--- config.mk ---
export PLATFORM = sky130hd
export DESIGN_NAME = signed_radix_digit_emitter
export DESIGN_NICKNAME = d
export VERILOG_FILES = /design/src/sv/srde_pkg.sv /design/src/sv/srde_div_slice.sv /design/src/sv/signed_radix_digit_emitter.sv
export SDC_FILE = /design/constraint.sdc
export NUM_CORES = 1
export LEC_CHECK = 0
export ABC_AREA = 1
export ABC_CLOCK_PERIOD_IN_PS = 13400
export BUFFER_PORTS_ARGS = -buffer_cell sky130_fd_sc_hd__buf_2
export CAP_MARGIN = 15
export CORE_UTILIZATION = 30
export DETAILED_ROUTE_END_ITERATION = 10
export SLEW_MARGIN = 0
export SYNTH_ARGS = -nofsm -noshare
export SYNTH_HDL_FRONTEND = slang
export SYNTH_SLANG_ARGS = --single-unit
--- constraint.sdc ---
create_clock -name aclk -period 13.4 [get_ports aclk]
set_clock_uncertainty 0.05 [all_clocks]
set_input_delay 0 -clock aclk [delete_from_list [all_inputs] [get_ports aclk]]
set_output_delay 0 -clock aclk [all_outputs]
set_load 0.02 [all_outputs]
--- src/sv/srde_pkg.sv ---
// shared constants, register indexes and symbol lookup for the radix digit emitter
`default_nettype none

package srde_pkg;

    localparam int VALUE_W     = 32;
    localparam int SYM_W       = 8;
    localparam int DIGIT_W     = 4;
    localparam int RADIX_W     = DIGIT_W + 1;
    localparam int CFG_W       = 64;
    localparam int CFG_IDX_W   = 2;
    localparam int MAX_RADIX   = 16;
    localparam int MAX_DIGITS  = 32;
    localparam int CNT_W       = 6;
    localparam int SLICE_W     = 8;
    localparam int SLICES      = VALUE_W / SLICE_W;
    localparam int SLICE_CNT_W = 2;
    localparam int TBL_W       = MAX_RADIX * SYM_W;

    localparam logic [SYM_W-1:0] SYM_MINUS = 8'h2D;
    localparam logic [SYM_W-1:0] SYM_PLUS  = 8'h2B;

    localparam logic [CFG_IDX_W-1:0] CFG_BASE_LENGTH  = 2'd0;
    localparam logic [CFG_IDX_W-1:0] CFG_SYMBOLS_LOW  = 2'd1;
    localparam logic [CFG_IDX_W-1:0] CFG_SYMBOLS_HIGH = 2'd2;

    localparam logic [RADIX_W-1:0] BASE_LENGTH_RST  = 5'd10;
    localparam logic [CFG_W-1:0]   SYMBOLS_LOW_RST  = 64'h3736_3534_3332_3130;
    localparam logic [CFG_W-1:0]   SYMBOLS_HIGH_RST = 64'h0000_0000_0000_3938;

    function automatic logic [SYM_W-1:0] symbol_at(
        input logic [TBL_W-1:0]   tbl,
        input logic [DIGIT_W-1:0] k
    );
        return tbl[k*SYM_W +: SYM_W];
    endfunction

endpackage

`default_nettype wire

--- src/sv/srde_div_slice.sv ---
// divide slice: eight restoring steps of one 8-bit slice of the value by the radix
`default_nettype none

module srde_div_slice import srde_pkg::*; (
    input  wire logic [DIGIT_W-1:0] rem_in,
    input  wire logic [SLICE_W-1:0] chunk,
    input  wire logic [RADIX_W-1:0] radix,
    output logic      [DIGIT_W-1:0] rem_out,
    output logic      [SLICE_W-1:0] quot
);

    always_comb begin
        logic [DIGIT_W-1:0] r;
        logic [RADIX_W-1:0] t;
        r    = rem_in;
        quot = '0;
        for (int b = 0; b < SLICE_W; b++) begin
            t = {r, chunk[SLICE_W-1-b]};
            if (t >= radix) begin
                quot[SLICE_W-1-b] = 1'b1;
                r = DIGIT_W'(t - radix);
            end else begin
                r = t[DIGIT_W-1:0];
            end
        end
        rem_out = r;
    end

endmodule

`default_nettype wire

--- src/sv/signed_radix_digit_emitter.sv ---
// top level: alphabet check, digit extraction and symbol output sequencer
// each value runs the alphabet check (one step per symbol), the divide loop, then emit
// a new value is taken only in idle, once the previous last digit is in the output register
// the divide loop sets the rate: one 8-bit slice of the 32-bit value per cycle
// a value with an invalid alphabet ends after the check with no beats
// synchronous active-low reset restores the default radix and alphabet and idles
`default_nettype none

module signed_radix_digit_emitter import srde_pkg::*; (
    input  wire logic                 aclk,
    input  wire logic                 aresetn,
    input  wire logic                 cfg_we,
    input  wire logic [CFG_IDX_W-1:0] cfg_index,
    input  wire logic [CFG_W-1:0]     cfg_wdata,
    input  wire logic                 s_valid,
    output logic                      s_ready,
    input  wire logic signed [VALUE_W-1:0] s_value,
    output logic                      m_valid,
    input  wire logic                 m_ready,
    output logic      [SYM_W-1:0]     m_symbol,
    output logic                      m_last
);

    typedef enum logic [1:0] {
        ST_IDLE,
        ST_CHECK,
        ST_DIV,
        ST_EMIT
    } state_t;

    state_t                   state_reg, state_next;
    logic [RADIX_W-1:0]       base_length_reg;
    logic [CFG_W-1:0]         symbols_low_reg;
    logic [CFG_W-1:0]         symbols_high_reg;
    logic [VALUE_W-1:0]       work_reg, work_next;
    logic [DIGIT_W-1:0]       rem_reg, rem_next;
    logic [SLICE_CNT_W-1:0]   slice_reg, slice_next;
    logic [CNT_W-1:0]         cnt_reg, cnt_next;
    logic [DIGIT_W-1:0]       idx_reg, idx_next;
    logic                     neg_reg, neg_next;
    logic                     m_valid_reg, m_valid_next;
    logic [SYM_W-1:0]         m_symbol_reg, m_symbol_next;
    logic                     m_last_reg, m_last_next;
    logic [DIGIT_W-1:0]       stack_reg [MAX_DIGITS];

    logic [TBL_W-1:0]         tbl;
    logic [SYM_W-1:0]         sym_i;
    logic                     bad;
    logic [DIGIT_W-1:0]       last_idx;
    logic [DIGIT_W-1:0]       div_rem;
    logic [SLICE_W-1:0]       div_quot;
    logic [VALUE_W-1:0]       quot_full;
    logic [CNT_W-1:0]         cnt_inc;
    logic                     out_free;
    logic                     push;
    logic                     pop;

    assign tbl      = {symbols_high_reg, symbols_low_reg};
    assign sym_i    = symbol_at(tbl, idx_reg);
    assign last_idx = DIGIT_W'(base_length_reg - RADIX_W'(1));
    assign out_free = !m_valid_reg || m_ready;
    assign quot_full = {work_reg[VALUE_W-SLICE_W-1:0], div_quot};
    assign cnt_inc  = cnt_reg + CNT_W'(1);

    srde_div_slice u_div (
        .rem_in  (rem_reg),
        .chunk   (work_reg[VALUE_W-1 -: SLICE_W]),
        .radix   (base_length_reg),
        .rem_out (div_rem),
        .quot    (div_quot)
    );

    // alphabet check: radix in range, symbol not a sign, and no later symbol in use equal to it
    always_comb begin
        bad = (base_length_reg < RADIX_W'(2)) || (base_length_reg > RADIX_W'(MAX_RADIX))
            || (sym_i == SYM_MINUS) || (sym_i == SYM_PLUS);
        for (int j = 0; j < MAX_RADIX; j++) begin
            if ((DIGIT_W'(j) > idx_reg) && (RADIX_W'(j) < base_length_reg)
                && (symbol_at(tbl, DIGIT_W'(j)) == sym_i)) begin
                bad = 1'b1;
            end
        end
    end

    always_comb begin
        state_next    = state_reg;
        work_next     = work_reg;
        rem_next      = rem_reg;
        slice_next    = slice_reg;
        cnt_next      = cnt_reg;
        idx_next      = idx_reg;
        neg_next      = neg_reg;
        m_valid_next  = m_valid_reg && !m_ready;
        m_symbol_next = m_symbol_reg;
        m_last_next   = m_last_reg;
        push          = 1'b0;
        pop           = 1'b0;
        unique case (state_reg)
            ST_IDLE: begin
                if (s_valid) begin
                    state_next = ST_CHECK;
                    neg_next   = s_value[VALUE_W-1];
                    work_next  = s_value[VALUE_W-1] ? (VALUE_W'(0) - VALUE_W'(s_value))
                                                    : VALUE_W'(s_value);
                    idx_next   = '0;
                end
            end
            ST_CHECK: begin
                if (bad) begin
                    state_next = ST_IDLE;
                end else if (idx_reg == last_idx) begin
                    state_next = ST_DIV;
                    rem_next   = '0;
                    slice_next = '0;
                    cnt_next   = '0;
                end else begin
                    idx_next = idx_reg + DIGIT_W'(1);
                end
            end
            ST_DIV: begin
                work_next  = quot_full;
                rem_next   = div_rem;
                slice_next = slice_reg + SLICE_CNT_W'(1);
                if (slice_reg == SLICE_CNT_W'(SLICES - 1)) begin
                    push     = 1'b1;
                    cnt_next = cnt_inc;
                    rem_next = '0;
                    if ((quot_full == '0) || (cnt_inc == CNT_W'(MAX_DIGITS))) begin
                        state_next = ST_EMIT;
                    end
                end
            end
            ST_EMIT: begin
                if (out_free) begin
                    m_valid_next = 1'b1;
                    if (neg_reg) begin
                        neg_next      = 1'b0;
                        m_symbol_next = SYM_MINUS;
                        m_last_next   = 1'b0;
                    end else begin
                        pop           = 1'b1;
                        m_symbol_next = symbol_at(tbl, stack_reg[0]);
                        m_last_next   = (cnt_reg == CNT_W'(1));
                        cnt_next      = cnt_reg - CNT_W'(1);
                        if (cnt_reg == CNT_W'(1)) begin
                            state_next = ST_IDLE;
                        end
                    end
                end
            end
            default: begin
                state_next = ST_IDLE;
            end
        endcase
    end

    always_ff @(posedge aclk) begin
        if (!aresetn) begin
            state_reg        <= ST_IDLE;
            base_length_reg  <= BASE_LENGTH_RST;
            symbols_low_reg  <= SYMBOLS_LOW_RST;
            symbols_high_reg <= SYMBOLS_HIGH_RST;
            m_valid_reg      <= 1'b0;
            neg_reg          <= 1'b0;
            cnt_reg          <= '0;
            idx_reg          <= '0;
            slice_reg        <= '0;
            rem_reg          <= '0;
        end else begin
            state_reg   <= state_next;
            m_valid_reg <= m_valid_next;
            neg_reg     <= neg_next;
            cnt_reg     <= cnt_next;
            idx_reg     <= idx_next;
            slice_reg   <= slice_next;
            rem_reg     <= rem_next;
            if (cfg_we) begin
                unique case (cfg_index)
                    CFG_BASE_LENGTH:  base_length_reg  <= cfg_wdata[RADIX_W-1:0];
                    CFG_SYMBOLS_LOW:  symbols_low_reg  <= cfg_wdata;
                    CFG_SYMBOLS_HIGH: symbols_high_reg <= cfg_wdata;
                    default: ;
                endcase
            end
        end
        work_reg     <= work_next;
        m_symbol_reg <= m_symbol_next;
        m_last_reg   <= m_last_next;
    end

    // digit stack: newest (most significant) digit at the bottom
    always_ff @(posedge aclk) begin
        if (push) begin
            stack_reg[0] <= div_rem;
            for (int i = 1; i < MAX_DIGITS; i++) begin
                stack_reg[i] <= stack_reg[i-1];
            end
        end else if (pop) begin
            for (int i = 0; i < MAX_DIGITS - 1; i++) begin
                stack_reg[i] <= stack_reg[i+1];
            end
        end
    end

    assign s_ready  = (state_reg == ST_IDLE);
    assign m_valid  = m_valid_reg;
    assign m_symbol = m_symbol_reg;
    assign m_last   = m_last_reg;

endmodule

`default_nettype wire

# [Yosys cells after proc, flatten, opt, wreduce, memory -nomap -nowiden]
# Memory sizes are Yosys's and may differ from the RTL's.
# Index checks and enable logic that the tools add are counted.
[totals] input_bits=103 elab_cells=305 output_inout_bits=11 ff_bits=194 memories=1 ramBits=128
[classes] addsub=14 shifts=2 n_reduce_logical=58 eq_ne=37 muxes=107 order_cmp=42 n_bitwise=31
[memory_table] name="stack_reg" depth=32 word_bits=4 rd=32 rd_clocked_by_memory_dff=0 wr=32 line_no="signed_radix_digit_emitter.sv:44" source="logic [DIGIT_W-1:0] stack_reg [MAX_DIGITS];"
[op_table] op="variable part select 128 x 8 -> 8 bit" n=2
[op_table] op="2-to-1 mux 4 bit" n=45
[op_table] op="equality test 8 bit" n=16
[op_table] op="2-to-1 mux 32 bit" n=2
[op_table] op="one-hot mux 32 bit (2 select lines)" n=1
[op_table] op=">= comparator 5 bit" n=8
[op_table] op="less-than comparator 4 x 5 -> 1 bit, first input constant" n=8
[op_table] op="2-to-1 mux 1 bit" n=38
[op_table] op="logical AND 1 bit" n=33
[op_table] op="greater-than comparator 4 bit, first input constant" n=8
[op_table] op="zero test 32 bit" n=1
[op_table] op="subtractor 1 x 32 -> 32 bit, first input constant" n=1
[op_table] op="subtractor 4 bit" n=8
[op_table] op="bitwise OR 1 bit" n=31
[op_table] op="2-to-1 mux 6 bit" n=5
[op_table] op="less-than comparator 3 x 5 -> 1 bit, first input constant" n=4
[op_table] op="2-to-1 mux 2 bit" n=10
[op_table] op="inequality test 2 bit, second input constant" n=9
[op_table] op="one-hot mux 6 bit (3 select lines)" n=1
[op_table] op="equality test 8 x 6 -> 1 bit, second input constant" n=2
[op_table] op="greater-than comparator 3 x 4 -> 1 bit, first input constant" n=4
[op_table] op="one-hot mux 4 bit (2 select lines)" n=2
[op_table] op="less-than comparator 1 x 5 -> 1 bit, first input constant" n=2
[op_table] op="less-than comparator 2 x 5 -> 1 bit, first input constant" n=2
[op_table] op="28 further kinds" n=48

# [Longest topological paths before layout]
# Gate-level depths: netlist of run 1.
[depth] word_depth=22 ltp_mapped=82 depth_no_buf=82

# [Cells and area by module]
# From an unflattened synthesis of run 1, not the netlist that was laid out.
[hier_totals] cells_unflattened=2754 hier_area_um2=19987.9
[by_module_without_submodules] mod="signed_radix_digit_emitter" area_each_um2=18047.3 seq_area_each_um2=8137.8 cells_each=2446 n_inst=1
[by_module_without_submodules] mod="srde_div_slice" area_each_um2=1940.6 seq_area_each_um2=0.0 cells_each=308 n_inst=1

# [Worst setup path after synthesis of run 1]
# OpenSTA, ideal clock, no wires.
[synth_timing] path_type="register -> register" start="register base_length_reg[1]" end="memory stack_reg[0][3], data pin" period_less_slack_ps=12260 path_buffers=0 stages_incl_launch_ff=78 required_time_ps=13097 setup_time_ps=253 slack_ps=1140 arrival_time_ps=11957 cell_sequence="dfxtp_1 > inv_1 > ha_1 > nand2_1 > o21a_1 > nor2_1 > o31ai_1 > nand2_1 > mux2_2 > ha_1 > nand2_1 > nor2_1 > a211oi_1 > o21ai_0 > a21oi_1 > inv_1 > o21ai_0 > ha_1 > [... 42 more ...] > nor2_1 > inv_1 > a21o_1 > inv_1 > or2_2 > o21a_1 > inv_1 > ha_1 > nand2_1 > nor2_1 > nor2_1 > nor2_1 > nor3_1 > o21bai_1 > o21ai_0 > o21a_1 > nand2_1 > nand2_1"
[synth_lines] item="start, declared" line_no="signed_radix_digit_emitter.sv:32" source="logic [RADIX_W-1:0] base_length_reg;"
[synth_lines] item="start signal, assigned" line_no="signed_radix_digit_emitter.sv:179" source="CFG_BASE_LENGTH: base_length_reg <= cfg_wdata[RADIX_W-1:0];"
[synth_lines] item="end, declared" line_no="signed_radix_digit_emitter.sv:44"

==> results.py, run 1 <==
metrics = {
    "logic_synthesis": {
        "synth_ff_type": "edfxtp_1",
        "syn_area_mm2": 0.0197,
        "synth-compound-area-share": 0.159,
        "synth_top_area_share": 0.258,
        "ys_seq_area_frac": 0.414,
        "synth.largest_area_cell": "edfxtp_1",
        "syn_inst": 2710,
        "synth.most_common_cell": "nand2_1",
        "synth_xor_area_frac": 0.0379,
        "synth_top_family_by_area": "simple AND/OR/NAND/NOR gates",
        "synth.avg_cell_area_um2": 7.25,
        "ys_types": 53,
        "synth_common_cells": "810 x nand2_1, 293 x o21ai_0, 242 x inv_1",
        "async_flop_share": 0,
        "synth_area_leaders": "edfxtp_1 26%, dfxtp_1 16%, nand2_1 15%, o21ai_0 7.5%, a21oi_1 5.0%",
        "synth_edf_count": 169,
        "synthAdderAreaFrac": 0.0400,
        "muxShareOfSynthArea": 0.000573,
        "ys_seq_elements": 322,
        "yosysWarnings": 0,
        "synthSimpleGateAreaFrac": 0.266,
        "synth_nets": 2871,
    },
    "setup_path": {
        "critical_path_class": "reg -> reg",
        "r2r_start": "base_length_reg[2]",
        "crit_fanout": 10,
        "critPathArrivalTime_ps": 12580,
        "crit_buf_inv": 11,
        "r2r_cells": 80,
        "critical-path-top-delay-family": "compound AO/OA/AOI/OAI gates",
        "reg2reg_setup_slack_ps": 1210,
        "required_ps": 13790,
        "critPathSlowestCell": "dfxtp_2",
        "crit_path_start_kind": "flop",
        "end_kind": "flop",
        "max_stage_delay_ps": 400,
    },
    "clock_network": {
        "cts_buffer_depth": 3,
        "clk_latency_ps": 570,
        "cts_buffers": 38,
        "path_clk_slew_ps": 60,
        "cts_tree": "done",
        "clockRootBuffer": "clkbuf_16",
        "clkSinkCount": 322,
        "cts_htree_levels": 2,
    },
    "timing": {
        "setup_viol": 0,
        "maxSlewViolCount": 0,
        "worst_pin_slew_ps": 1170,
        "maxClockFrequency_ghz": 0.0820,
        "timing.final.crit_share": 0.910,
        "slew_headroom": 0.212,
        "period_needed_ps": 12190,
        "hold_viol": 0,
    },
    "global_routing": {
        "grt_pass1_vias": 17700,
        "overflow": 0,
        "grt_max_degree": 80,
        "grt_use_total": 0.194,
        "grt_pass1_wl_mm": 102,
        "antenna_found_initial": 6,
    },
    "detailed_routing": {
        "avgRoutedWirePerCell_um": 17.7,
        "drtAntennaViolNets": 0,
        "via_per_inst": 5.07,
        "first_iter_violations": 2274,
        "vias": 19200,
        "first_pass_iters": 8,
        "drc_errors": 0,
        "drt_wl_total_mm": 66.7,
    },
    "min_path": {
        "min_to": "work_reg[4]",
        "hold_start": "s_value[4]",
        "min_path_cells": 5,
        "hp-class": "in -> reg",
    },
    "run_status": {
        "status": "finished clean",
    },
    "die": {
        "boundaryPins": 114,
        "chipHeight_um": 258,
        "fp.coreArea_mm2": 0.0646,
        "dieArea_mm2": 0.0665,
        "core.rowCount": 93,
        "die_x_um": 258,
        "initial_utilization": 0.304,
    },
    "layout": {
        "largest_register_ffs": 128,
        "drive_gt1_frac": 0.0918,
        "post-route-cell-area_mm2": 0.0237,
        "final_nets": 3053,
        "fill_cells": 6834,
        "layout-area-overhead-vs-synth_pct": 20.4,
    },
    "run": {
        "max_cap_viol_count": 0,
    },
    "place": {
        "dp_hpwl_mm": 45.9,
        "port_buffers": 113,
        "gp_congestion": 0.967,
        "place_area_mm2": 0.0209,
    },
}
[area by class of cell]
class	count	area (um^2)	share of cell area
Multi-Input combinational cell	1994	9990	0.422
Inverter	255	967	0.0409
Antenna cell	1	2.50	0.000106
Sequential cell	322	8140	0.344
Clock buffer	53	1080	0.0455
Tap cell	855	1070	0.0452
Clock inverter	15	249	0.0105
Timing Repair Buffer	281	2170	0.0916
[metrics by stage]
stage	TNS [ps]	worst slack, ps	instances	hold slack [ps]	utilization
after floorplan	0	1140	2710	80.4	-
after global placement	0	174	3567	186	0.324
after detailed placement	-286	-161	3567	187	0.324
after CTS	0	54.4	3770	4.84	0.365
after global routing	-177	-105	3775	60.1	0.366
final	0	1210	3776	24.5	0.366
[tightest hold or removal path, stage by stage]
cell     delay (ps)
buf_2            90
inv_1            70
xor2_1          180
nand2_1         100
o21ai_0          90
[logic make-up after synthesis]
kind of cell	after synthesis
flops	322
mux	1
simple gates	1267
compound gates	583
xor+xnor	85
fa+ha+maj	58
buf+inv	394
[layer usage]
layer  part of all wire  wire length, um  up-vias  global-route usage
li1                   -                -     9323                   -
met1               0.44            29300     8828               0.267
met2               0.44            29300      846               0.304
met3              0.085             5690      145              0.0357
met4              0.035             2370       10              0.0685
met5            0.00091               61        -                   0
[layout by cell type, fill, tap and decap left out, types with 7 or more instances in the layout]
cell           synthesis  layout
nand2_1              810     808
o21ai_0              293     289
inv_1                242     239
nor2_1               211     208
a21oi_1              195     193
edfxtp_1             169     169
nand3_1              163     162
dfxtp_1              153     151
dlygate4sd3_1          0     135
buf_2                 13     112
xor2_1                73      73
ha_1                  50      50
o211ai_1              42      42
clkbuf_16              0      38
buf_4                 12      34
nand4_1               17      17
nand2_2               14      15
o21ai_1               12      14
nor3_1                14      13
xnor2_1               12      12
nor2_4                 7      10
nor4_1                 9       9
clkinv_1               7       8
fa_1                   8       8
clkbuf_1             102       8
clkbuf_8               0       7
[what timing repair did]
action	CTS	global route
hold buffers	135	0
gates resized for setup	2	17
buffers inserted	0	5
pin swaps	0	3
endpoints found under the setup margin	3	11
endpoints found under the hold margin	169	0
[how the worst max path moves through the flow]
stage | start | to | slack, ps | cells past startpoint
2_1_floorplan | base_length_reg[1] | stack_reg[0][3] | 1140 | 77
3_3_place_gp | base_length_reg[2] | flop | 170 | 80
3_5_place_dp | base_length_reg[2] | flop | -160 | 80
4_1_cts | base_length_reg[2] | flop | 50 | 80
5_1_grt | base_length_reg[2] | flop | -110 | 80
6_report | base_length_reg[2] | flop | 1210 | 80
Power of run 1 is not shown: default switching activity piles up to over one toggle a cycle in this logic, so the estimate is an artifact.
==> run 2: changes to the inputs <==
Settings changed: CORE_UTILIZATION 30 to 35, REMOVE_ABC_BUFFERS set to 1.
==> results.py, run 2 (synthesis results as in run 1) <==
metrics = {
    "run_status": {
        "status": "finished clean",
    },
    "setup_path": {
        "r2r_cells": 77,
        "crit_fanout": 10,
        "reg2reg_setup_slack_ps": 960,
        "critPathSlowestCell": "dfxtp_2",
        "max_stage_delay_ps": 380,
        "r2r_start": "base_length_reg[2]",
        "cp_common_cell": "nor2_1",
        "required_ps": 13800,
        "end_kind": "flop",
        "critical_path_class": "reg -> reg",
        "startpoint": "base_length_reg[2]",
        "crit_path_start_kind": "flop",
        "critPathArrivalTime_ps": 12840,
    },
    "timing": {
        "maxClockFrequency_ghz": 0.0804,
        "worst_pin_slew_ps": 936,
        "timing.final.crit_share": 0.928,
        "hold_viol": 0,
        "setup_tns_ps": 0,
        "slew_headroom": 0.374,
        "maxSlewViolCount": 0,
        "setup_viol": 0,
        "period_needed_ps": 12440,
    },
    "place": {
        "place_area_mm2": 0.0208,
        "dp_cells": 3462,
        "port_buffers": 113,
        "gp_congestion": 0.962,
        "dp_hpwl_mm": 44.3,
    },
    "clock_network": {
        "clk_latency_ps": 590,
        "path_clk_slew_ps": 60,
        "cts_tree": "done",
        "cts_htree_levels": 2,
        "clockRootBuffer": "clkbuf_16",
        "clkSinkCount": 322,
        "cts_buffers": 40,
        "cts_buffer_depth": 3,
    },
    "layout": {
        "layout_commonest_cell": "nand2_1",
        "layout_common_cells": "808 x nand2_1, 288 x o21ai_0, 239 x inv_1, 207 x nor2_1, 194 x a21oi_1",
        "stdcell_count": 3660,
        "final_nets": 3041,
        "post-route-cell-area_mm2": 0.0234,
        "layout-area-overhead-vs-synth_pct": 19.0,
        "antenna_cells": 0,
        "fill_cells": 5701,
        "drive_gt1_frac": 0.0938,
        "largest_register_ffs": 128,
    },
    "die": {
        "die_x_um": 239,
        "initial_utilization": 0.355,
        "core.rowCount": 86,
        "chipHeight_um": 239,
        "boundaryPins": 114,
        "fp.coreArea_mm2": 0.0553,
        "dieArea_mm2": 0.0571,
    },
    "global_routing": {
        "grt_max_degree": 84,
        "grt_pass1_vias": 18200,
        "grt_pass1_wl_mm": 102,
        "overflow": 0,
        "grt_use_total": 0.228,
        "antenna_found_initial": 0,
    },
    "min_path": {
        "hp-class": "in -> reg",
    },
    "detailed_routing": {
        "drt_wl_total_mm": 66.2,
        "drtAntennaViolNets": 0,
        "via_per_inst": 5.25,
        "first_iter_violations": 2049,
        "vias": 19200,
        "drc_errors": 0,
        "avgRoutedWirePerCell_um": 18.1,
        "first_pass_iters": 5,
    },
    "run": {
        "max_cap_viol_count": 0,
    },
}
[run 2: cell type report]
cell class / count / area [um^2] / area share
Multi-Input combinational cell: 1994 / 9990 / 0.427
Timing Repair Buffer: 267 / 2030 / 0.0867
Clock buffer: 54 / 1090 / 0.0468
Tap cell: 748 / 936 / 0.0400
Clock inverter: 20 / 226 / 0.00968
Inverter: 255 / 967 / 0.0414
Sequential cell: 322 / 8140 / 0.348
[run 2: how the worst min path moves through the flow]
stage | startpoint | endpoint | depth (start not counted)
6_report | s_value[31] | work_reg[29] | 4
4_1_cts | s_value[31] | work_reg[29] | 4
2_1_floorplan | aresetn | base_length_reg[1] | 1
3_3_place_gp | cfg_wdata[44] | symbols_low_reg[44] | 3
5_1_grt | s_value[31] | work_reg[29] | 4
3_5_place_dp | cfg_wdata[37] | symbols_low_reg[37] | 3
[run 2: worst max-delay path, delay by kind of cell (launching register included)]
family / cells / cell delay [ps]
buffers and inverters: 9 / 1030
muxes: 1 / 310
adders and majority gates: 8 / 2730
DFF: 1 / 380
and+or+nand+nor: 30 / 2710
AOI/OAI and AO/OA: 29 / 5100
[run 2: repair_timing]
action,4_1_cts,5_1_grt
hold buffers,121,0
endpoints found under the setup margin,10,11
resized for setup,2,18
buffers inserted,0,3
pin swaps,0,3
hold endpoints to repair,170,0
[run 2: routing by layer]
layer	vias up	share of wire	global-route usage	wire length (um)
met4	0	0.032	0.0812	2150
met2	750	0.46	0.375	30600
met3	141	0.066	0.0335	4390
met1	9016	0.44	0.303	29000
li1	9292	-	-	-
met5	-	0	0	0
[run 2: through the flow]
stage	hold WS, ps	worst slack [ps]	util
final	40.0	961	0.423
after global routing	49.4	-60.5	0.423
after CTS	6.12	11.9	0.422
after detailed placement	190	-139	0.376
after global placement	181	739	0.376
after floorplan	48.6	1110	-
Power of run 2 is left out for the same reason.
